### config.mk
export PLATFORM = sky130hd
export DESIGN_NAME = swts_div
export DESIGN_NICKNAME = d
export VERILOG_FILES = /design/src/design/sliding_window_trend_stats_macros.svh /design/src/design/swts_pkg.sv /design/src/design/swts_div.sv
export SDC_FILE = /design/constraint.sdc
export NUM_CORES = 1
export LEC_CHECK = 0
export BUFFER_PORTS_ARGS = -buffer_cell sky130_fd_sc_hd__buf_2
export CAP_MARGIN = 20
export CORE_AREA = 2 2 108 131
export DETAILED_ROUTE_END_ITERATION = 7
export DIE_AREA = 0 0 110 133
export PLACE_DENSITY = 0.76
export SYNTH_ARGS = -nofsm -noshare
export SYNTH_HDL_FRONTEND = slang
export SYNTH_SLANG_ARGS = --single-unit
### constraint.sdc
create_clock -name i_clk -period 4.7 [get_ports i_clk]
set_input_delay 0.705 -clock i_clk [delete_from_list [all_inputs] [get_ports i_clk]]
set_output_delay 0.705 -clock i_clk [all_outputs]
set_load 0.02 [all_outputs]
### src/design/sliding_window_trend_stats_macros.svh
// ----------------------------------------------------------------------------
// Sliding window trend stats assertion macros
// Shared property forms for the checks at the end of the top level.
// ----------------------------------------------------------------------------
`ifndef SLIDING_WINDOW_TREND_STATS_MACROS_SVH
`define SLIDING_WINDOW_TREND_STATS_MACROS_SVH

// Check a consequent in the same cycle as its antecedent
`define SWTS_CHECK_NOW(label, ante, cons, msg) \
    label: assert property (@(posedge i_clk) disable iff (!i_rst_n) (ante) |-> (cons)) \
        else $error(msg);

// Check a consequent in the cycle after its antecedent
`define SWTS_CHECK_NEXT(label, ante, cons, msg) \
    label: assert property (@(posedge i_clk) disable iff (!i_rst_n) (ante) |=> (cons)) \
        else $error(msg);

`endif

### src/design/swts_pkg.sv
// ----------------------------------------------------------------------------
// swts_pkg
// Types, widths and constants shared by the trend statistics modules.
// ----------------------------------------------------------------------------
`default_nettype none

package swts_pkg;

    localparam int W_SAMPLE = 32;
    localparam int W_WIN    = 8;
    localparam int W_S1     = 40;
    localparam int W_SQ     = 64;
    localparam int W_S2     = 72;
    localparam int W_ACC    = 40;
    localparam int W_PROD   = 80;
    localparam int W_MB     = 40;
    localparam int W_ROOT   = 40;
    localparam int W_DVD    = 41;
    localparam int W_DVS    = 33;
    localparam int W_AN     = 40;

    localparam logic [W_DVD-1:0] PCT_POS_MAX = W_DVD'(64'd2147483646);
    localparam logic [W_DVD-1:0] PCT_NEG_MAX = W_DVD'(64'd2147483647);
    localparam logic [6:0]       PCT_SCALE   = 7'd100;

    typedef enum logic [1:0] {
        STAT_NONE     = 2'd0,
        STAT_DEV      = 2'd1,
        STAT_ALL      = 2'd2,
        STAT_OLD_ZERO = 2'd3
    } t_status;

    typedef enum logic [1:0] {
        SIGN_ZERO    = 2'd0,
        SIGN_POS     = 2'd1,
        SIGN_NEG     = 2'd2,
        SIGN_UNKNOWN = 2'd3
    } t_sign;

    typedef enum logic [4:0] {
        ST_IDLE,
        ST_READ,
        ST_DRAIN,
        ST_MT_GO,
        ST_MT_WAIT,
        ST_MD_GO,
        ST_MD_WAIT,
        ST_SQ_GO,
        ST_SQ_WAIT,
        ST_DS_GO,
        ST_DS_WAIT,
        ST_DG_GO,
        ST_DG_WAIT,
        ST_PCT_PREP,
        ST_DP_GO,
        ST_DP_WAIT,
        ST_OUT
    } t_state;

    // Clamp a quotient to the 32-bit unsigned range
    function automatic logic [31:0] sat32(input logic [W_DVD-1:0] v);
        logic [31:0] r;
        begin
            r = (v[W_DVD-1:32] != '0) ? 32'hFFFF_FFFF : v[31:0];
            return r;
        end
    endfunction

endpackage

`default_nettype wire

### src/design/swts_div.sv
// ----------------------------------------------------------------------------
// swts_div
// Restoring unsigned divider, one quotient bit per cycle.
// ----------------------------------------------------------------------------
`default_nettype none

module swts_div
    import swts_pkg::*;
(
    input  wire logic             i_clk,
    input  wire logic             i_rst_n,
    input  wire logic             i_start,
    input  wire logic [W_DVD-1:0] i_num,
    input  wire logic [W_DVS-1:0] i_den,
    output logic                  o_busy,
    output logic      [W_DVD-1:0] o_q
);

    localparam int CW = $clog2(W_DVD + 1);

    logic             r_busy;
    logic [CW-1:0]    r_cnt;
    logic [W_DVD-1:0] r_num;
    logic [W_DVS:0]   r_rem;
    logic [W_DVS-1:0] r_den;
    logic [W_DVS:0]   rem_sh;
    logic             ge;

    // Shift in the next dividend bit and compare
    always_comb begin
        rem_sh = {r_rem[W_DVS-1:0], r_num[W_DVD-1]};
        ge     = (rem_sh >= {1'b0, r_den});
    end

    always_ff @(posedge i_clk) begin
        if (!i_rst_n) begin
            r_busy <= 1'b0;
            r_cnt  <= '0;
        end else if (i_start) begin
            r_busy <= 1'b1;
            r_cnt  <= CW'(W_DVD);
        end else if (r_busy) begin
            r_cnt <= r_cnt - 1'b1;
            if (r_cnt == CW'(1)) begin
                r_busy <= 1'b0;
            end
        end
    end

    // Quotient bits replace dividend bits from the bottom
    always_ff @(posedge i_clk) begin
        if (i_start) begin
            r_num <= i_num;
            r_den <= i_den;
            r_rem <= '0;
        end else if (r_busy) begin
            r_rem <= ge ? (rem_sh - {1'b0, r_den}) : rem_sh;
            r_num <= {r_num[W_DVD-2:0], ge};
        end
    end

    assign o_busy = r_busy;
    assign o_q    = r_num;

endmodule

`default_nettype wire

==> results.py <==
metrics = {
    "clocking": {
        "cts_root_buf": "clkbuf_16",
        "hold_buffers": 0,
        "clock_path_buffers": 2,
        "cts_buffers": 17,
        "clock_latency_ns": 0.43,
        "cts_sinks": 114,
        "tritoncts": "done",
        "htree_levels": 4,
        "postCtsSetupBuffers": 0,
        "path_clk_slew_ns": 0.06,
        "cts_resized": 0,
    },
    "layout": {
        "finalCoreUtilization": 0.580,
        "antenna_cells": 0,
        "final_common_cell": "buf_2",
        "multi_input_area_mm2": 0.00319,
        "fin_nets": 860,
        "drive_above_1_share": 0.276,
        "area_growth_pct": 19.3,
        "layout.cells.most_common_list": "buf_2 (117), edfxtp_1 (74), nor2_1 (71)",
        "regArea_mm2": 0.00302,
        "nFillCells": 1103,
    },
    "yosys": {
        "ys_async_sr_fraction": 0,
        "synth_warnings": 0,
        "synth_nets": 754,
        "ys_ff_latch": 114,
        "synth_edf_count": 74,
        "netlist_area_mm2": 0.00655,
        "seq_area_frac_synth": 0.462,
        "synth_cells": 641,
        "synth-main-ff-cell": "edfxtp_1",
        "avgSynthCellArea_um2": 10.2,
        "synth_cell_type_count": 63,
    },
    "grt": {
        "grt_max_degree": 69,
        "overflow": 0,
        "grt_antenna_before_repair": 0,
        "grt_usage": 0.216,
        "grt_pass1_wl_mm": 24.9,
        "grt_pass1_vias": 5347,
    },
    "die": {
        "die_h_um": 133,
        "die_area_mm2": 0.0146,
        "initial_core_util": 0.486,
        "rows": 47,
        "io_pins": 119,
        "core_mm2": 0.0135,
        "die_x_um": 110,
    },
    "power": {
        "peakVddDrop_mv": 0.324,
        "p_per_area_mw_per_mm2": 414,
        "p_leak_nw": 3.31,
    },
    "detailed_routing": {
        "viasPerCell": 5.59,
        "vias": 5208,
        "wl_per_cell_um": 15.8,
        "drc_errors": 0,
        "drt-initial-drc-count": 272,
        "dr.pass1.iters": 4,
        "wl_mm": 14.7,
        "antenna_left": 0,
    },
    "setup_path": {
        "slowest_delay_ns": 0.42,
        "crit_arrival_ns": 3.79,
        "worstSetupEndpoint": "r_rem[10]",
        "crit_path_end_kind": "register",
        "crit_path_frequent_cell": "inv_1",
        "r2r-start": "o_q[40]",
        "required_ns": 5.00,
        "cpMaxStageDelayCell": "edfxtp_1",
        "crit_chain": "inv_1 > ha_1 > inv_1 > fa_1 > a21o_1 > o2bb2ai_1 > o21a_2 > o311a_4 > or2_1 > buf_4 > mux2_1 > mux2i_1 > nor2_1",
        "startpoint": "o_q[40]",
        "rr_worst_depth": 13,
        "rr_endpoint": "r_rem[10]",
        "crit_type": "register to register",
        "r2r_slack_ns": 1.21,
        "start_kind": "register",
        "crit_fanout": 15,
    },
    "timing": {
        "worst_slew_pin_slew_ns": 0.940,
        "fin_setup_tns_ns": 0,
        "finalCritPeriodShare": 0.742,
        "relSlewSlack": 0.373,
        "skew_ns": 0.0111,
        "max_freq_mhz": 287,
        "setup_viol_count_final": 0,
        "slew_violations": 0,
        "period_needed_ns": 3.49,
        "final_hold_viol_count": 0,
        "setup_slack_ns": 1.21,
        "grt_setup_unrepaired": "false",
    },
    "place": {
        "dp_slack_ns": 1.25,
        "gp_congestion": 0.947,
        "hpwlAfterDp_mm": 10.5,
        "port_buffers": 118,
    },
    "run_status": {
        "status": "completed",
    },
    "run": {
        "maxCapViolCount": 0,
    },
    "min_path": {
        "hold_path_class": "input port to register",
    },
}
[logic make-up after synthesis]
family	synth area share
mux	0.0992
compound gates	0.154
simple gates	0.126
fa+ha+maj	0.0700
buf+inv	0.0507
xor+xnor	0.0375
flops	0.462
[synthesized netlist by cell type, types with 12 or more instances]
library cell	count	area (µm²)
edfxtp_1	74	2220
dfxtp_1	40	801
nand3_1	15	75.1
nand2_1	34	128
a211oi_1	23	173
nand4_1	14	87.6
buf_2	14	70.1
mux2_2	45	507
clkbuf_1	16	60.1
xnor2_1	13	114
nor2_1	71	267
o21ai_0	16	80.1
mux2i_1	12	120
xor2_1	15	131
ha_1	35	438
a21oi_1	44	220
inv_1	43	161
nor3_1	12	60.1
[worst min-delay path by stage]
stage	from	endpoint	slack [ns]	cells after the start
6_report	i_den[23]	r_den[23]	0.45	1
2_1_floorplan	r_cnt[1]	r_cnt[1]	0.47	2
4_1_cts	i_den[4]	r_den[4]	0.44	1
5_1_grt	i_den[30]	r_den[30]	0.44	1
3_3_place_gp	r_cnt[1]	r_cnt[1]	0.48	2
3_5_place_dp	r_cnt[1]	r_cnt[1]	0.49	2
[registers in the layout, summed over array words and instances (netlist names)]
register	cells
o_busy	1
o_q	41
r_cnt	6
r_den	33
r_rem	33
[per-layer routing]
layer / vias up / track usage / wire length, µm
li1: 2578 / - / -
met4: 0 / 0.0738 / 277
met1: 2453 / 0.259 / 6120
met3: 27 / 0.0586 / 878
met2: 150 / 0.368 / 7430
met5: - / 0 / 0
[power by group]
group | switching [mW] | leakage [nW] | total (mW) | internal, mW
Combinational | 0.434 | 1.97 | 0.726 | 0.293
Clock | 0.490 | 0.274 | 1.27 | 0.784
Sequential | 0.0554 | 1.07 | 1.23 | 1.18
[final cells by class]
cell class	count	share of cell area
multi-input combinational	448	0.409
sequential	114	0.387
timing repair buffer	123	0.0808
clock buffer	18	0.0550
tap	171	0.0274
inverter	43	0.0207
clock inverter	14	0.0200
[per-stage QoR]
step / std cells / hold WS [ns] / cell area, µm² / power [mW]
after floorplan: 641 / 0.469 / 6550 / 1.79
after global placement: 899 / 0.485 / 7220 / 1.95
after detailed placement: 899 / 0.493 / 7220 / 1.97
after global routing: 931 / 0.442 / 7810 / 3.39
final: 931 / 0.449 / 7810 / 3.23
after CTS: 931 / 0.436 / 7810 / 3.25
[critical path: cells and delay by family (launching register included)]
kind            cells  cell delay (ns)
compound gates      4             1.00
fa+ha+maj           2             0.55
mux                 2             0.47
simple gates        2             0.47
buf+inv             3             0.44
flops               1             0.42
(Power assumes the default switching activity.)
