--- src/design/sliding_window_trend_stats_macros.svh ---
// ----------------------------------------------------------------------------
// Sliding window trend stats assertion macros
// Shared property forms for the checks at the end of the top level.
// ----------------------------------------------------------------------------
`ifndef SLIDING_WINDOW_TREND_STATS_MACROS_SVH
`define SLIDING_WINDOW_TREND_STATS_MACROS_SVH

// Check a consequent in the same cycle as its antecedent
`define SWTS_CHECK_NOW(label, ante, cons, msg) \
    label: assert property (@(posedge i_clk) disable iff (!i_rst_n) (ante) |-> (cons)) \
        else $error(msg);

// Check a consequent in the cycle after its antecedent
`define SWTS_CHECK_NEXT(label, ante, cons, msg) \
    label: assert property (@(posedge i_clk) disable iff (!i_rst_n) (ante) |=> (cons)) \
        else $error(msg);

`endif

--- src/design/swts_pkg.sv ---
// ----------------------------------------------------------------------------
// swts_pkg
// Types, widths and constants shared by the trend statistics modules.
// ----------------------------------------------------------------------------
`default_nettype none

package swts_pkg;

    localparam int W_SAMPLE = 32;
    localparam int W_WIN    = 8;
    localparam int W_S1     = 40;
    localparam int W_SQ     = 64;
    localparam int W_S2     = 72;
    localparam int W_ACC    = 40;
    localparam int W_PROD   = 80;
    localparam int W_MB     = 40;
    localparam int W_ROOT   = 40;
    localparam int W_DVD    = 41;
    localparam int W_DVS    = 33;
    localparam int W_AN     = 40;

    localparam logic [W_DVD-1:0] PCT_POS_MAX = W_DVD'(64'd2147483646);
    localparam logic [W_DVD-1:0] PCT_NEG_MAX = W_DVD'(64'd2147483647);
    localparam logic [6:0]       PCT_SCALE   = 7'd100;

    typedef enum logic [1:0] {
        STAT_NONE     = 2'd0,
        STAT_DEV      = 2'd1,
        STAT_ALL      = 2'd2,
        STAT_OLD_ZERO = 2'd3
    } t_status;

    typedef enum logic [1:0] {
        SIGN_ZERO    = 2'd0,
        SIGN_POS     = 2'd1,
        SIGN_NEG     = 2'd2,
        SIGN_UNKNOWN = 2'd3
    } t_sign;

    typedef enum logic [4:0] {
        ST_IDLE,
        ST_READ,
        ST_DRAIN,
        ST_MT_GO,
        ST_MT_WAIT,
        ST_MD_GO,
        ST_MD_WAIT,
        ST_SQ_GO,
        ST_SQ_WAIT,
        ST_DS_GO,
        ST_DS_WAIT,
        ST_DG_GO,
        ST_DG_WAIT,
        ST_PCT_PREP,
        ST_DP_GO,
        ST_DP_WAIT,
        ST_OUT
    } t_state;

    // Clamp a quotient to the 32-bit unsigned range
    function automatic logic [31:0] sat32(input logic [W_DVD-1:0] v);
        logic [31:0] r;
        begin
            r = (v[W_DVD-1:32] != '0) ? 32'hFFFF_FFFF : v[31:0];
            return r;
        end
    endfunction

endpackage

`default_nettype wire

--- src/design/swts_mul.sv ---
// ----------------------------------------------------------------------------
// swts_mul
// Shift-add multiplier, one multiplier bit per cycle.
// ----------------------------------------------------------------------------
`default_nettype none

module swts_mul
    import swts_pkg::*;
(
    input  wire logic              i_clk,
    input  wire logic              i_rst_n,
    input  wire logic              i_start,
    input  wire logic [W_PROD-1:0] i_a,
    input  wire logic [W_MB-1:0]   i_b,
    output logic                   o_busy,
    output logic      [W_PROD-1:0] o_p
);

    localparam int CW = $clog2(W_MB + 1);

    logic              r_busy;
    logic [CW-1:0]     r_cnt;
    logic [W_PROD-1:0] r_a;
    logic [W_MB-1:0]   r_b;
    logic [W_PROD-1:0] r_p;

    // Count the iterations
    always_ff @(posedge i_clk) begin
        if (!i_rst_n) begin
            r_busy <= 1'b0;
            r_cnt  <= '0;
        end else if (i_start) begin
            r_busy <= 1'b1;
            r_cnt  <= CW'(W_MB);
        end else if (r_busy) begin
            r_cnt <= r_cnt - 1'b1;
            if (r_cnt == CW'(1)) begin
                r_busy <= 1'b0;
            end
        end
    end

    // Add the shifted multiplicand for each set bit
    always_ff @(posedge i_clk) begin
        if (i_start) begin
            r_a <= i_a;
            r_b <= i_b;
            r_p <= '0;
        end else if (r_busy) begin
            if (r_b[0]) begin
                r_p <= r_p + r_a;
            end
            r_a <= {r_a[W_PROD-2:0], 1'b0};
            r_b <= {1'b0, r_b[W_MB-1:1]};
        end
    end

    assign o_busy = r_busy;
    assign o_p    = r_p;

endmodule

`default_nettype wire

--- config.mk ---
export PLATFORM = sky130hd
export DESIGN_NAME = swts_mul
export DESIGN_NICKNAME = d
export VERILOG_FILES = /design/src/design/sliding_window_trend_stats_macros.svh /design/src/design/swts_pkg.sv /design/src/design/swts_mul.sv
export SDC_FILE = /design/constraint.sdc
export NUM_CORES = 1
export LEC_CHECK = 0
export BUFFER_PORTS_ARGS = -buffer_cell sky130_fd_sc_hd__buf_4
export CAP_MARGIN = 20
export CORE_ASPECT_RATIO = 1.75
export CORE_UTILIZATION = 45
export DETAILED_ROUTE_END_ITERATION = 6
export GPL_TIMING_DRIVEN = 0
export PLACE_DENSITY = 0.63
export SYNTH_ARGS = -nofsm -noshare
export SYNTH_HDL_FRONTEND = slang
export SYNTH_SLANG_ARGS = --single-unit
--- constraint.sdc ---
create_clock -name i_clk -period 7 [get_ports i_clk]
set_clock_uncertainty 0.05 [all_clocks]
set_input_delay 0.35 -clock i_clk [delete_from_list [all_inputs] [get_ports i_clk]]
set_output_delay 0.35 -clock i_clk [all_outputs]
set_load 0.005 [all_outputs]
==> results of run 1 <==
[sequential cells by signal, summed over array words and instances (netlist names)]
signal and count:
o_p 80, r_a 80, r_b 40, r_cnt 6, o_busy 1
[layout by cell type (no fill, tap or decap), drive strengths merged, types with 8 or more instances in the layout]
cell    synthesis  routed
o31ai          11      11
edfxtp        120     120
inv            31      31
xnor2          47      47
o21bai         25      25
ha             81      81
a21o           52      52
nand4          42      42
nor3           25      25
nand2         181     181
mux2          118     118
xor2           26      26
dfxtp          87      87
nor2           49      49
clkinv          0       8
clkbuf         65      93
buf            17     220
a211oi          9       9
a21oi         153     153
nand3          27      27
a31oi           9       9
or3            11      11
o21ai          79      79
[through the flow]
step | hold slack (ns) | instances | power [W] | cell area (µm²)
after floorplan | 0.4086 | 1370 | 0.002183 | 13060
after global placement | 0.4063 | 1950 | 0.002504 | 15040
after detailed placement | 0.4192 | 1951 | 0.002520 | 15070
after CTS | 0.03282 | 1992 | 0.003729 | 15800
after global routing | 0.04818 | 1992 | 0.003889 | 15800
final | 0.06170 | 1992 | 0.003694 | 15800
[cells in the mapped netlist (25+ instances only)]
| cell type | n | area (µm²) |
|---|---|---|
| a21o_1 | 52 | 390.4 |
| a21oi_1 | 153 | 765.7 |
| clkbuf_1 | 65 | 244.0 |
| dfxtp_1 | 87 | 1742 |
| edfxtp_1 | 120 | 3603 |
| ha_1 | 81 | 1013 |
| inv_1 | 30 | 112.6 |
| mux2_2 | 118 | 1329 |
| nand2_1 | 181 | 679.4 |
| nand3_1 | 27 | 135.1 |
| nand4_1 | 41 | 256.5 |
| nor2_1 | 49 | 183.9 |
| o21ai_0 | 67 | 335.3 |
| o21bai_1 | 25 | 187.7 |
| xnor2_1 | 47 | 411.6 |
| xor2_1 | 26 | 227.7 |
[cell families (layout without fill, tap and decap cells)]
logic type | after synthesis | count (layout) | synth area share (%)
adders and majority gates | 82 | 82 | 7.916
AOI/OAI and AO/OA | 388 | 388 | 18.47
buffers and inverters | 113 | 357 | 3.421
and+or+nand+nor | 389 | 389 | 14.17
xor gates and xnor gates | 73 | 73 | 4.897
DFF | 207 | 207 | 40.94
muxes | 118 | 118 | 10.18
[worst reg2reg max path: stages, from the launching register on]
cell and delay (ns):
edfxtp_1 0.42, ha_1 0.25, fa_1 0.45, a21o_1 0.19, a21oi_1 0.30, a2bb2oi_1 0.39
o31ai_2 0.21, nand4_1 0.16, nand3_1 0.24, a21oi_1 0.58, o21ai_0 0.25, xnor2_1 0.20
o21ai_0 0.11
[cell type report]
class | instances | area [µm²] | area share [%]
clock buffer | 28 | 573.1 | 3.626
multi-input combinational | 1050 | 7266 | 45.97
sequential | 207 | 5345 | 33.82
timing repair buffer | 204 | 1554 | 9.833
buffer | 82 | 330.3 | 2.090
clock inverter | 12 | 146.4 | 0.9263
inverter | 31 | 116.4 | 0.7363
tap | 378 | 473.0 | 2.993
[path summary, 6_finish.rpt]
path	slack (ns)	cells past startpoint	endpoint
worst max register to register	3.06	12	o_p[60]
worst max-delay path	3.06	12	o_p[60]
worst min register to register	0.43	2	o_p[40]
worst min-delay path	0.06	2	r_b[39]
[per-layer routing]
layer  GRT usage [%]  vias up  part of all wire [%]
li1                -     5524                     -
met1           26.22     5284                    36
met2           50.95      295                    56
met3           2.773       83                   3.9
met4           11.64        0                   4.2
met5               0        -                     0
[power groups by stage]
stage / Clock, W / Sequential (W) / Combinational, W
finish: 0.00120 / 0.00151 / 0.000989
global route: 0.00127 / 0.00152 / 0.00109
CTS: 0.00123 / 0.00151 / 0.000989
detailed placement: 0 / 0.00154 / 0.000983
global placement: 0 / 0.00154 / 0.000967
floorplan: 0 / 0.00151 / 0.000674
==> results.md, run 1 <==
- CP Launch Point: r_a[0]
- Routed vias/inst: 5.615
- Setup tns final: 0 ns
- Total congestion overflow: 0
- Mapped Area: 13060 µm²
- Outcome: finished, final reports clean
- Achievable Freq: 0.2539 GHz
- Comb pwr share: 26.8%
- CTS Sinks: 207
- Peak supply drop: 0.0001944 V
- CTS root buffer: clkbuf_16
- Min cycle time layout: 3.939 ns
- DP Worst Slack: 3.202 ns
- First-pass GRT wire length: 58.38 mm
- Post-synthesis sequential area ratio: 40.94%
- Arr. time, crit path: 4.27 ns
- Area Growth Syn to Fin: 21.06%
- Post-cts sizing count: 0
- Worst Path Max Fanout: 5
- H-tree depth: 1
- Worst Path Buf+Inv: 0
- ANT cells: 0
- Max_cap viols: 0
- Worst Path Required: 7.33 ns
- Post-route ant nets: 0
- DRT Wirelength: 38.25 mm
- DIE HEIGHT: 227.3 µm
- CTS tree: done
- First-pass DRT Iterations: 5
- Crit end category: flop
- Wire per inst: 19.20 µm
- Ys flop type: edfxtp_1
- Launching point of the worst reg2reg path: r_a[0]
- Io pins: 204
- Vias in the first global route: 11300
- Syn Area/Cell: 9.529 µm²
- Async set-reset flop share out of synthesis: 0%
- RSZ-0062 raised after global routing: no
- Int Pwr: 0.002543 W
- Layout cells sized above 1: 23.67%
- Effective utilization at floorplan: 45.61%
- Fin nets: 1803
- Largest net degree at the start of global routing: 63
- Final Wtd Congestion: 0.9272
- Worst Tran Pin Value: 0.9614 ns
- Clk pwr share: 32.4%
- Post-synth EDFFs: 120
- Critical path class: flop to flop
- Clock Tree Buf Depth: 3
- Rows: 82
- Critical Path Max Stage Delay: 0.58 ns
- Leakage: 6.638 nW
- Initial antenna violation count: 0
- Filler instances: 2633
- Clock Latency Late Sink: 0.53 ns
- PD cells: 233.8 nW/µm²
- Final setup fails: 0
- CP delay by family, top: compound AO/OA/AOI/OAI gates
- Synth Warn #: 0
- Crit path cell chain: ha_1 -> fa_1 -> a21o_1 -> a21oi_1 -> a2bb2oi_1 -> o31ai_2 -> nand4_1 -> nand3_1 -> a21oi_1 -> o21ai_0 -> xnor2_1 -> o21ai_0
- # DRC: 0
- Die area: 29720 µm²
- Distinct cell type count after synthesis: 74
- Die X: 130.8 µm
- Final core occ: 55.21%
- Synthesized instance count: 1370
- Clock-pin slew on the worst setup and hold paths: 0.06 ns
- Min-delay src: i_b[39]
- Fin crit share: 56.27%
- Crit path launch type: flop
- Core Box Area: 28630 µm²
- Switching pwr: 0.001151 W
- Hold_buf cts: 1
- Postcts setup bufs: 0
- Post-Syn Nets: 1575
- Port Buf Inserts: 202
- Slowest-stage cell, CP: a21oi_1
- Total CTS buffers: 22
- Hpwl dp: 29.89 mm
- Gr usage total: 25.75%
- Slew Limit Fails: 0
- Vias: 11190
- Switching share of power: 31.16%
- Slew HR: 35.90%
- Hold Violations, Final: 0
- Hold Path Class: primary input to flop
- Worst Slack Setup Final: 3.061 ns
- Initial drt markers: 449
- Synth Register Bits: 207
- Seq pwr share: 40.9%
No activity file was read; power rests on OpenSTA's default activity.
==> run 2: changes to the inputs <==
==> constraint.sdc (replaced) <==
create_clock -name i_clk -period 3.8 [get_ports i_clk]
set_clock_uncertainty 0.05 [all_clocks]
set_input_delay 0.19 -clock i_clk [delete_from_list [all_inputs] [get_ports i_clk]]
set_output_delay 0.19 -clock i_clk [all_outputs]
set_load 0.005 [all_outputs]
==> run 2 against run 1 <==
Sequential cell count stayed put. Core utilization is 4.4 points higher. Clock power is 83% higher. Non-clock buffer count is 121 higher. Power is 88% higher. Via count is 4.6% higher. Wire length is 4.2% higher. Worst setup slack worse by 2.9 ns. Die area stayed put. Largest cell class unchanged.
==> results.md, run 2 (synthesis results as in run 1) <==
- Worst Path Max Fanout: 6 (+1)
- Final setup fails: 0 (unchanged)
- Leakage: 7.159 nW (+7.9%)
- Arr. time, crit path: 4.02 ns (-0.25 ns)
- Clock-pin slew on the worst setup and hold paths: 0.07 ns (about the same)
- Critical Path Max Stage Delay: 0.43 ns (-0.15 ns)
- Comb pwr share: 28.0% (+1.2 points)
- CTS Sinks: 207 (unchanged)
- Hold Path Class: primary input to flop
- Final Wtd Congestion: 0.9272 (unchanged)
- Rows: 82 (unchanged)
- Crit path launch type: flop
- Final non-filler cell total: 2113 (+6.1%)
- Outcome: finished, final reports clean
- Switching share of power: 31.15% (about the same)
- Most common cell after layout, fill and taps aside: buf_4
- Effective utilization at floorplan: 45.61% (unchanged)
- Hold Violations, Final: 0 (unchanged)
- DRT Wirelength: 39.84 mm (+4.2%)
- Min cycle time layout: 3.651 ns (-0.2877 ns)
- Vias in the first global route: 11990 (+6.1%)
- Vias: 11700 (+4.6%)
- Worst Path Buf+Inv: 0 (unchanged)
- H-tree depth: 1 (unchanged)
- CP Launch Point: r_a[11]
- Initial drt markers: 461 (+2.7%)
- Placed cells: 1951 (unchanged)
- Wire length on met3: 1.486 mm (+0.41%)
- Io pins: 204 (unchanged)
- Worst reg2reg setup slack: 0.15 ns (-2.91 ns)
- Top sig layer: met4
- Gr usage total: 26.79% (+1.0 points)
- Initial antenna violation count: 0 (unchanged)
- Slew HR: 35.71% (-0.20 points)
- Critical path class: flop to flop
- Total CTS buffers: 22 (unchanged)
- Final core occ: 59.64% (+4.4 points)
- Largest net degree at the start of global routing: 63 (unchanged)
- Clock Latency Late Sink: 0.53 ns (about the same)
- Launching point of the worst reg2reg path: r_a[11]
- Int Pwr: 0.004770 W (+88%)
- CTS tree: done
- Clock Tree Buf Depth: 3 (unchanged)
- Reg2reg path depth: 11 (-1)
- Seq pwr share: 40.2% (-0.7 points)
- Fin crit share: 96.09% (+40 points)
- Die area: 29720 µm² (unchanged)
- Port Buf Inserts: 202 (unchanged)
- Core Box Area: 28630 µm² (unchanged)
- CP delay by family, top: compound AO/OA/AOI/OAI gates
- Fin nets: 1924 (+6.7%)
- Area Growth Syn to Fin: 30.77%
- Achievable Freq: 0.2739 GHz (+7.9%)
- Worst hold slack: 0.2297 ns (+0.1680 ns)
- Routed vias/inst: 5.536 (-1.4%)
- Switching pwr: 0.002158 W (+87%)
- First-pass DRT Iterations: 5 (unchanged)
- Tot Pwr: 0.006927 W (+88%)
- Slowest-stage cell, CP: o311a_1
- Worst Tran Pin Value: 0.9644 ns (+0.002979 ns)
- Total congestion overflow: 0 (unchanged)
- Die X: 130.8 µm (unchanged)
- PD cells: 405.8 nW/µm² (+74%)
- Post-route ant nets: 0 (unchanged)
- Max_cap viols: 0 (unchanged)
- Reg2reg end: o_p[78]
- Hpwl dp: 29.89 mm (unchanged)
- Layout cells sized above 1: 22.54% (-1.1 points)
- DIE HEIGHT: 227.3 µm (unchanged)
- Worst Path Required: 4.17 ns (-3.16 ns)
- Peak supply drop: 0.0003321 V (+71%)
- Clk pwr share: 31.8% (-0.6 points)
- WL met2: 22.03 mm (+3.4%)
- Crit path cell chain: ha_1 -> a21oi_1 -> o21ai_1 -> a41oi_2 -> a311oi_2 -> o311a_1 -> o211a_1 -> o31ai_4 -> nor4_2 -> or3_1 -> a32o_1
- First-pass GRT wire length: 60.95 mm (+4.4%)
- ANT cells: 0 (unchanged)
- Slew Limit Fails: 0 (unchanged)
- Commonest cells after routing, fill and taps aside: 203 x buf_4, 181 x nand2_1, 152 x a21oi_1
- Crit end category: flop
- # DRC: 0 (unchanged)
- CP endpoint: o_p[78]
- Wire per inst: 18.86 µm (-1.8%)
- Setup tns final: 0 ns (unchanged)
- Critical path depth: 11 (-1)
- Wl on met1: 14.46 mm (+4.3%)
- CTS root buffer: clkbuf_16
==> run 2: changes by cell type in the layout (fill, tap and decap cells not counted), sizes merged <==
cell,change
dlygate4sd3,+120
buf,+1
==> run 2: cell type report <==
class / instances / area (µm²)
well taps: 378 / 473.0
flip-flops and latches: 207 / 5345
clock buffers: 28 / 573.1
plain buffers: 82 / 330.3
repair buffers: 325 / 2763
inverters: 31 / 116.4
multi-input cells: 1050 / 7326
clock inverters: 12 / 146.4
fillers: 2473 / 11550
==> run 2: power by group through the flow <==
stage	logic, W	registers, W	clock network [W]
finish	0.00194	0.00278	0.00220
global route	0.00213	0.00281	0.00234
CTS	0.00192	0.00278	0.00226
detailed placement	0.00181	0.00283	0
global placement	0.00178	0.00283	0
floorplan	0.00124	0.00278	0
==> run 2: worst min path at each step <==
stage	from	to	cells past startpoint
3_3_place_gp	i_rst_n	r_cnt[5]	2
3_5_place_dp	i_rst_n	r_cnt[5]	2
2_1_floorplan	i_rst_n	r_cnt[3]	1
6_report	i_start	o_p[48]	5
4_1_cts	i_start	o_p[48]	5
5_1_grt	i_start	o_p[79]	5
==> run 2: timing repair <==
item	4_1_cts	5_1_grt
setup endpoints to repair	4	12
pin swaps	0	1
buffers inserted	0	1
hold buffers	121	0
resized for setup	3	7
hold endpoints to repair	127	0
==> run 2: metrics by stage <==
step | setup slack (ns) | instance area [µm²]
4_1_cts | 0.04674 | 17020
6_report | 0.1488 | 17070
2_1_floorplan | 0.8063 | 13060
5_1_grt | -0.0001790 | 17070
3_3_place_gp | -0.3744 | 15040
3_5_place_dp | 0.002433 | 15070
==> run 2: worst reg2reg max path, stage by stage (launching register included) <==
cell	delay, ns
edfxtp_1	0.39
ha_1	0.39
a21oi_1	0.26
o21ai_1	0.19
a41oi_2	0.38
a311oi_2	0.19
o311a_1	0.43
o211a_1	0.29
o31ai_4	0.31
nor4_2	0.11
or3_1	0.32
a32o_1	0.25
==> run 2: layer usage <==
| layer | vias up | global-route usage [%] |
|---|---|---|
| met4 | 0 | 13.16 |
| li1 | 5774 | - |
| met5 | - | 0 |
| met1 | 5519 | 27.09 |
| met2 | 310 | 52.79 |
| met3 | 95 | 2.797 |
