$ cat src/design/sliding_window_trend_stats_macros.svh
// ----------------------------------------------------------------------------
// Sliding window trend stats assertion macros
// Shared property forms for the checks at the end of the top level.
// ----------------------------------------------------------------------------
`ifndef SLIDING_WINDOW_TREND_STATS_MACROS_SVH
`define SLIDING_WINDOW_TREND_STATS_MACROS_SVH

// Check a consequent in the same cycle as its antecedent
`define SWTS_CHECK_NOW(label, ante, cons, msg) \
    label: assert property (@(posedge i_clk) disable iff (!i_rst_n) (ante) |-> (cons)) \
        else $error(msg);

// Check a consequent in the cycle after its antecedent
`define SWTS_CHECK_NEXT(label, ante, cons, msg) \
    label: assert property (@(posedge i_clk) disable iff (!i_rst_n) (ante) |=> (cons)) \
        else $error(msg);

`endif

$ cat src/design/swts_pkg.sv
// ----------------------------------------------------------------------------
// swts_pkg
// Types, widths and constants shared by the trend statistics modules.
// ----------------------------------------------------------------------------
`default_nettype none

package swts_pkg;

    localparam int W_SAMPLE = 32;
    localparam int W_WIN    = 8;
    localparam int W_S1     = 40;
    localparam int W_SQ     = 64;
    localparam int W_S2     = 72;
    localparam int W_ACC    = 40;
    localparam int W_PROD   = 80;
    localparam int W_MB     = 40;
    localparam int W_ROOT   = 40;
    localparam int W_DVD    = 41;
    localparam int W_DVS    = 33;
    localparam int W_AN     = 40;

    localparam logic [W_DVD-1:0] PCT_POS_MAX = W_DVD'(64'd2147483646);
    localparam logic [W_DVD-1:0] PCT_NEG_MAX = W_DVD'(64'd2147483647);
    localparam logic [6:0]       PCT_SCALE   = 7'd100;

    typedef enum logic [1:0] {
        STAT_NONE     = 2'd0,
        STAT_DEV      = 2'd1,
        STAT_ALL      = 2'd2,
        STAT_OLD_ZERO = 2'd3
    } t_status;

    typedef enum logic [1:0] {
        SIGN_ZERO    = 2'd0,
        SIGN_POS     = 2'd1,
        SIGN_NEG     = 2'd2,
        SIGN_UNKNOWN = 2'd3
    } t_sign;

    typedef enum logic [4:0] {
        ST_IDLE,
        ST_READ,
        ST_DRAIN,
        ST_MT_GO,
        ST_MT_WAIT,
        ST_MD_GO,
        ST_MD_WAIT,
        ST_SQ_GO,
        ST_SQ_WAIT,
        ST_DS_GO,
        ST_DS_WAIT,
        ST_DG_GO,
        ST_DG_WAIT,
        ST_PCT_PREP,
        ST_DP_GO,
        ST_DP_WAIT,
        ST_OUT
    } t_state;

    // Clamp a quotient to the 32-bit unsigned range
    function automatic logic [31:0] sat32(input logic [W_DVD-1:0] v);
        logic [31:0] r;
        begin
            r = (v[W_DVD-1:32] != '0) ? 32'hFFFF_FFFF : v[31:0];
            return r;
        end
    endfunction

endpackage

`default_nettype wire

$ cat src/design/swts_sqrt.sv
// ----------------------------------------------------------------------------
// swts_sqrt
// Digit-by-digit integer square root, one root bit per cycle, truncated.
// ----------------------------------------------------------------------------
`default_nettype none

module swts_sqrt
    import swts_pkg::*;
(
    input  wire logic              i_clk,
    input  wire logic              i_rst_n,
    input  wire logic              i_start,
    input  wire logic [W_PROD-1:0] i_rad,
    output logic                   o_busy,
    output logic      [W_ROOT-1:0] o_root
);

    localparam int CW = $clog2(W_ROOT + 1);
    localparam int RW = W_ROOT + 4;

    logic              r_busy;
    logic [CW-1:0]     r_cnt;
    logic [W_PROD-1:0] r_rad;
    logic [RW-1:0]     r_rem;
    logic [W_ROOT-1:0] r_root;
    logic [RW-1:0]     rem_sh;
    logic [RW-1:0]     trial;
    logic              fits;

    // Bring down two radicand bits and try the next root bit
    always_comb begin
        rem_sh = {r_rem[RW-3:0], r_rad[W_PROD-1 -: 2]};
        trial  = RW'({r_root, 2'b01});
        fits   = (rem_sh >= trial);
    end

    always_ff @(posedge i_clk) begin
        if (!i_rst_n) begin
            r_busy <= 1'b0;
            r_cnt  <= '0;
        end else if (i_start) begin
            r_busy <= 1'b1;
            r_cnt  <= CW'(W_ROOT);
        end else if (r_busy) begin
            r_cnt <= r_cnt - 1'b1;
            if (r_cnt == CW'(1)) begin
                r_busy <= 1'b0;
            end
        end
    end

    always_ff @(posedge i_clk) begin
        if (i_start) begin
            r_rad  <= i_rad;
            r_rem  <= '0;
            r_root <= '0;
        end else if (r_busy) begin
            r_rad  <= {r_rad[W_PROD-3:0], 2'b00};
            r_rem  <= fits ? (rem_sh - trial) : rem_sh;
            r_root <= {r_root[W_ROOT-2:0], fits};
        end
    end

    assign o_busy = r_busy;
    assign o_root = r_root;

endmodule

`default_nettype wire

$ cat config.mk
export PLATFORM = sky130hd
export DESIGN_NAME = swts_sqrt
export DESIGN_NICKNAME = d
export VERILOG_FILES = /design/src/design/sliding_window_trend_stats_macros.svh /design/src/design/swts_pkg.sv /design/src/design/swts_sqrt.sv
export SDC_FILE = /design/constraint.sdc
export NUM_CORES = 1
export LEC_CHECK = 0
export BUFFER_PORTS_ARGS = -buffer_cell sky130_fd_sc_hd__buf_4
export CAP_MARGIN = 20
export CORE_UTILIZATION = 25
export DETAILED_ROUTE_END_ITERATION = 6
export PLACE_DENSITY_LB_ADDON = 0.25
export REMOVE_ABC_BUFFERS = 1
export SLEW_MARGIN = 20
export SYNTH_ARGS = -nofsm -noshare
export SYNTH_HDL_FRONTEND = slang
export SYNTH_SLANG_ARGS = --single-unit
$ cat constraint.sdc
create_clock -name i_clk -period 2.91 [get_ports i_clk]
set_clock_uncertainty 0.05 [all_clocks]
set_input_delay 0.291 -clock i_clk [delete_from_list [all_inputs] [get_ports i_clk]]
set_output_delay 0.291 -clock i_clk [all_outputs]
set_load 0.005 [all_outputs]
==> results of run 1 <==
-- flip-flops by register name (all words and copies together), names as in the netlist --
name    cells
o_root     40
r_rem      42
o_busy      1
r_rad      80
r_cnt       6
-- final cells by class --
type | instances | area share (%)
inverters | 64 | 1.93
well taps | 511 | 5.00
clock inverters | 11 | 0.890
multi-input cells | 699 | 42.0
flip-flops and latches | 169 | 32.8
clock buffers | 21 | 3.52
repair buffers | 229 | 14.0
-- layer usage --
layer | vias up | wire (um)
met1 | 3717 | 11700
li1 | 3951 | -
met2 | 173 | 11600
met5 | - | 0
met4 | 0 | 371
met3 | 26 | 2160
-- placed cells by master, fill, tap and decap left out, types with 7 or more instances in the layout --
| master | netlist | layout |
|---|---|---|
| a311oi_2 | 11 | 12 |
| a21o_1 | 17 | 17 |
| nor2_1 | 116 | 115 |
| a211oi_1 | 16 | 11 |
| buf_4 | 1 | 220 |
| xor2_1 | 13 | 13 |
| xnor2_1 | 20 | 20 |
| ha_4 | 0 | 11 |
| nand2b_1 | 7 | 7 |
| o21ai_1 | 5 | 10 |
| nand3_1 | 11 | 11 |
| a21oi_2 | 0 | 8 |
| a21oi_1 | 44 | 36 |
| mux2_2 | 78 | 78 |
| nand4_1 | 9 | 9 |
| o21ai_0 | 34 | 28 |
| a31oi_1 | 8 | 8 |
| dfxtp_1 | 89 | 85 |
| inv_1 | 61 | 59 |
| mux2i_1 | 43 | 43 |
| nand2_1 | 92 | 90 |
| clkbuf_16 | 0 | 17 |
| a311oi_1 | 19 | 18 |
| ha_1 | 44 | 27 |
| nor3_1 | 13 | 12 |
| edfxtp_1 | 80 | 80 |
-- power breakdown --
group | switching, mW | internal, mW | leakage (nW) | total (mW)
Sequential | 0.205 | 2.82 | 1.53 | 3.03
Combinational | 3.81 | 3.04 | 3.30 | 6.85
Clock | 1.04 | 1.22 | 0.267 | 2.26
-- cells by family (layout without fill, tap and decap cells) --
family                     after synthesis  after routing  synth area share, %
buffers and inverters                  121            325                 5.21
DFF                                    169            169                 42.9
AOI/OAI and AO/OA                      213            213                 16.5
and+or+nand+nor                        287            287                 13.2
adders and majority gates               44             44                 5.65
xor gates and xnor gates                33             33                 2.96
muxes                                  122            122                 13.6
-- timing repair --
action	in CTS	in global routing
buffers inserted	0	5
hold endpoints to repair	1	0
hold buffers	1	0
endpoints found under the setup margin	4	38
pin swaps	0	28
resized for setup	5	65
-- Yosys cell counts (3+ instances only) --
master,instances
and2_1,6
mux2_2,78
nor2b_1,3
a22o_1,3
nand2_1,92
inv_1,61
o21a_1,6
xor2_1,13
nand4_1,9
dfxtp_1,89
o21ai_1,5
nor2_1,116
a311oi_1,19
a31oi_1,8
nor3_1,13
nor4_1,5
and3_1,4
o22ai_1,3
a211o_1,5
o211ai_1,6
buf_2,26
o21bai_1,6
buf_1,5
a21o_1,17
a311oi_2,11
xnor2_1,20
ha_1,44
a211oi_1,16
a21oi_1,44
clkbuf_1,23
nand2b_1,7
edfxtp_1,80
or3_1,6
o21ai_0,34
mux2i_1,43
nand3_1,11
-- per-stage QoR --
step	cells	instance area (sq um)	hold WS, ns	util, %	worst slack (ns)
finish	1704	12800	0.0772	33.7	0.0472
global route	1704	12800	0.0450	33.7	-0.0911
CTS	1699	12500	0.0454	32.8	0.0156
detailed placement	1666	11900	0.440	31.2	-0.0687
global placement	1666	11900	0.421	31.2	-0.0302
floorplan	932	9480	0.309	-	-2.63
-- how the worst max path moves through the flow --
stage | from | end | slack, ns | cells past startpoint
final | r_rem[5] | r_rem[28] | 0.05 | 11
after global routing | r_rem[5] | r_rem[28] | -0.09 | 11
after CTS | o_root[5] | r_rem[28] | 0.02 | 12
after detailed placement | o_root[1] | r_rem[41] | -0.07 | 13
after global placement | o_root[1] | r_rem[41] | -0.03 | 13
after floorplan | o_busy | r_rad[0] | -2.63 | 2
==> reports/qor.yml, run 1 <==
yosys:
  ys_ff_latch: 169
  postSynth.asyncResetShare_pct: 0
  syn_inst: 989
  synth_area_leaders: "edfxtp_1 (25%), dfxtp_1 (18%), mux2_2 (9.0%)"
  yosys.area.top_type: "edfxtp_1"
  syn_avg_cell_area_sq_um: 9.86
  synth_cell_type_count: 81
  synthFlopType: "dfxtp_1"
  yosysTopAreaCellShare_pct: 24.6
  synth_edf_count: 80
  synth_area_sq_mm: 0.00975
  ys_seq_area_share_pct: 42.9
  yosys_warnings: 0
finish:
  area_growth_pct: 31.3
  layout-drive-gt1-share_pct: 35.0
  nNetsFinal: 1307
  fillers: 4005
  multi_input_area_sq_mm: 0.00537
  seq_area_sq_mm: 0.00419
  diodes: 0
routing:
  dr.pass1.iters: 5
  post_drt_via_cell_ratio: 4.62
  vias: 7867
  wl_per_cell_um: 15.2
  wl_um: 25800
  ant_nets: 0
  first_iter_violations: 343
  drc_errors: 0
critical_path:
  crit_chain: "ha_4 > buf_6 > nand4_1 > nor2_2 > o311ai_4 > a21boi_2 > nor2_2 > o21bai_2 > mux2_4 > or4_4 > a311oi_2"
  r2r_start: "r_rem[5]"
  start_kind: "flip-flop"
  r2r_cells: 11
  worstPathRequired_ns: 3.23
  path_buf_inv: 1
  crit_arrival_ns: 3.18
  timing.reg2reg.setup_slack_ns: 0.05
  crit_fanout: 5
  critPathCaptureType: "flip-flop"
  slowest_stage: "or4_4"
  worst_path_dominant_cell_family: "simple AND/OR/NAND/NOR gates"
  crit_type: "reg -> reg"
  max_stage_delay_ns: 0.42
  cpMostUsedCell: "nor2_2"
  r2r-end: "r_rem[28]"
placement:
  dp_hpwl_um: 18700
  place_congestion: 0.879
  numPortBuffers: 123
grt:
  grt_pass1_vias: 7956
  antenna_found_initial: 0
  grtUsageMet3_pct: 5.82
  grt_pass1_wl_um: 41800
  grt_usage_pct: 13.5
  grt_max_degree: 69
  gr-total-overflow: 0
  grtUsageMet2_pct: 20.8
  grt.busiest_layer: "met2"
  grt_util_met1_pct: 17.0
clocking:
  path_clk_slew_ns: 0.07
  clock_latency_ns: 0.45
  clockBufferDepth: 2
  cts_root_buf: "clkbuf_16"
  cts_tree: "built"
  clkSinkCount: 169
  htree_levels: 4
  cts_buffers: 17
floorplan:
  rows: 71
  fp.dieH_um: 199
  io_pins: 124
  dieWidth_um: 199
  core_area_sq_mm: 0.0380
  start_util_pct: 25.6
  design.die.area_sq_mm: 0.0398
timing:
  slew_headroom_pct: 39.5
  maxSlewViolCount: 0
  hold_viol_final: 0
  final.min_clock_period_ns: 2.86
  maxClockFrequency_mhz: 349
  tns_ns: 0
  grt_setup_unrepaired: "true"
  worst_pin_slew_ns: 0.907
  report.final.setup_viol: 0
  fin_crit_sh_pct: 98.4
power_and_ir_drop:
  leakage_nw: 5.10
  peakVddDrop_v: 0.000561
  power_mw: 12.1
  powerDensity_mw_per_mm2: 949
worst_hold_path:
  worstHoldPathCells: 2
  hold_start: "i_rad[0]"
  whs_endpoint: "r_rad[0]"
  hp-class: "in -> reg"
outcome:
  status: "complete, no violations"
flow_run:
  maxCapViolCount: 0
Note: power is estimated with default switching activity, not from simulation.
==> run 2: changes to the inputs <==
--- a/config.mk
+++ b/config.mk
@@ -11,6 +11,7 @@
 export DETAILED_ROUTE_END_ITERATION = 6
 export PLACE_DENSITY_LB_ADDON = 0.25
 export REMOVE_ABC_BUFFERS = 1
+export SETUP_SLACK_MARGIN = 0.15
 export SLEW_MARGIN = 20
 export SYNTH_ARGS = -nofsm -noshare
 export SYNTH_HDL_FRONTEND = slang
==> run 2 against run 1 <==
Core utilization grew 0.93 points. Final cell count grew 0.76%. Combinational power grew 11%. Critical path depth grew 1. Sequential power is essentially flat. Setup slack gained 0.10 ns. Hold slack lost 0.0028 ns. Non-clock buffer count grew 13. Die area is the same. Via count grew 1.2%. Total power grew 6.5%. Largest power group unchanged.
==> reports/qor.yml, run 2 (same netlist as run 1, synthesis figures left out) <==
critical_path:
  timing.reg2reg.setup_slack_ns: 0.15  # was 0.05 ns
  crit_path_end: "r_rem[28]"  # unchanged
  startpoint: "o_root[5]"  # was r_rem[5]
  slowest_stage: "or4_4"  # unchanged
  critPathCaptureType: "flip-flop"  # unchanged
  max_stage_delay_ns: 0.42  # about the same
  worstPathRequired_ns: 3.23  # about the same
  crit_chain: "inv_2 > ha_4 > buf_6 > nand4_1 > nor2_2 > o311ai_2 > a21boi_4 > nor2_4 > o21bai_4 > mux2_4 > or4_4 > a311oi_2"  # was ha_4 > buf_6 > nand4_1 > nor2_2 > o311ai_4 > a21boi_2 > nor2_2 > o21bai_2 > mux2_4 > or4_4 > a311oi_2
  start_kind: "flip-flop"  # unchanged
  crit_fanout: 4  # was 5
  r2r-end: "r_rem[28]"  # unchanged
  crit_arrival_ns: 3.08  # was 3.18 ns
  crit_type: "reg -> reg"  # unchanged
  r2r_start: "o_root[5]"  # was r_rem[5]
  r2r_cells: 12  # was 11
grt:
  grt_pass1_wl_um: 42400  # was 41800 um
  gr-total-overflow: 0  # unchanged
  antenna_found_initial: 0  # unchanged
  grt_pass1_vias: 8101  # was 7956
  grt_max_degree: 69  # unchanged
  grt_usage_pct: 13.7  # was 13.5%
timing:
  final.min_clock_period_ns: 2.76  # was 2.86 ns
  timing.hold.ws_ns: 0.0744  # was 0.0772 ns
  worst_pin_slew_ns: 0.909  # was 0.907 ns
  maxSlewViolCount: 0  # unchanged
  hold_viol_final: 0  # unchanged
  grt_setup_unrepaired: "true"  # unchanged
  fin_crit_sh_pct: 94.9  # was 98.4%
  maxClockFrequency_mhz: 362  # was 349 MHz
  report.final.setup_viol: 0  # unchanged
  slew_headroom_pct: 39.4  # was 39.5%
finish:
  mostFrequentLayoutCell: "buf_4"  # unchanged
  layout-drive-gt1-share_pct: 38.3  # was 35.0%
  nNetsFinal: 1320  # was 1307
  layout_common_cells: "buf_4 (232), nor2_1 (114), nand2_1 (89)"  # was buf_4 (220), nor2_1 (115), nand2_1 (90)
  diodes: 0  # unchanged
  post-route-util_pct: 34.6  # was 33.7%
  top_register: "r_rad"  # unchanged
  largest_reg_flops: 80  # unchanged
  area_growth_pct: 34.9  # was 31.3%
clocking:
  htree_levels: 4  # unchanged
  clockBufferDepth: 2  # unchanged
  cts_root_buf: "clkbuf_16"  # unchanged
  clkSinkCount: 169  # unchanged
  cts_buffers: 17  # unchanged
  clock_latency_ns: 0.45  # about the same
  path_clk_slew_ns: 0.07  # about the same
  cts_tree: "built"  # unchanged
outcome:
  status: "complete, no violations"  # unchanged
routing:
  wl_um: 26300  # was 25800 um
  dr.pass1.iters: 5  # unchanged
  vias: 7958  # was 7867
  drc_errors: 0  # unchanged
  ant_nets: 0  # unchanged
  first_iter_violations: 325  # was 343
  post_drt_via_cell_ratio: 4.63  # was 4.62
  wl_per_cell_um: 15.3  # was 15.2 um
floorplan:
  design.die.area_sq_mm: 0.0398  # unchanged
  start_util_pct: 25.6  # unchanged
  dieWidth_um: 199  # unchanged
  rows: 71  # unchanged
  core_area_sq_mm: 0.0380  # unchanged
  fp.dieH_um: 199  # unchanged
  io_pins: 124  # unchanged
power_and_ir_drop:
  leakage_nw: 5.21  # was 5.10 nW
  power_mw: 12.9  # was 12.1 mW
  peakVddDrop_v: 0.000692  # was 0.000561 V
  powerDensity_mw_per_mm2: 983  # was 949 mW/mm^2
placement:
  place_congestion: 0.879  # unchanged
  dp_hpwl_um: 18700  # unchanged
  numPortBuffers: 123  # unchanged
worst_hold_path:
  hp-class: "in -> reg"  # unchanged
flow_run:
  maxCapViolCount: 0  # unchanged
run 2: layout make-up:
class                           instances  area [sq um]
Clock buffer                           21           450
Tap cell                              511           639
Inverter                               64           249
Timing Repair Buffer                  242          1910
Fill cell                            3968         24900
Multi-Input combinational cell        699          5590
Sequential cell                       169          4200
Clock inverter                         11           114
run 2: timing repair:
item / in CTS / in global routing
resized for setup: 59 / 59
hold endpoints to repair: 1 / 0
hold buffers: 1 / 0
endpoints found under the setup margin: 38 / 42
pin swaps: 26 / 20
setup buffers: 8 / 9
cloned: 0 / 1
run 2: per-stage QoR:
| stage | std cells | cell area [sq um] | setup slack, ns | TNS [ns] |
|---|---|---|---|---|
| floorplan | 932 | 9480 | -2.63 | -277.10 |
| global placement | 1666 | 11900 | -0.0302 | -0.0302 |
| detailed placement | 1666 | 11900 | -0.0687 | -0.0873 |
| CTS | 1707 | 12800 | 0.117 | 0 |
| global route | 1717 | 13200 | 0.00677 | 0 |
| finish | 1717 | 13200 | 0.149 | 0 |
run 2: worst min-delay path by stage:
stage / from / endpoint / slack, ns / cells after the start
floorplan: i_start / r_rem[11] / 0.31 / 1
CTS: i_rad[0] / r_rad[0] / 0.05 / 2
finish: i_rad[0] / r_rad[0] / 0.07 / 2
detailed placement: r_cnt[1] / r_cnt[1] / 0.44 / 2
global placement: r_rem[41] / r_rem[41] / 0.42 / 2
global route: i_rad[0] / r_rad[0] / 0.04 / 2
run 2: power by group:
group / total, mW / internal [mW] / leakage [nW] / switching [mW]
Clock: 2.26 / 1.22 / 0.267 / 1.04
Sequential: 3.04 / 2.82 / 1.54 / 0.218
Combinational: 7.63 / 3.57 / 3.41 / 4.06
Total: 12.9 / 7.61 / 5.21 / 5.32
run 2: critical path, delay by kind of cell, from the launching register on:
| kind | cells | cell delay [ns] |
|---|---|---|
| compound gates | 4 | 0.73 |
| mux | 1 | 0.31 |
| fa+ha+maj | 1 | 0.27 |
| simple gates | 4 | 0.85 |
| flops | 1 | 0.34 |
| buf+inv | 2 | 0.14 |
run 2: routing by layer:
| metal | wire length [um] | global-route usage, % |
|---|---|---|
| met1 | 11800 | 17.1 |
| met2 | 11900 | 21.2 |
| met3 | 2130 | 5.84 |
| met4 | 415 | 4.01 |
| met5 | 0 | 0 |
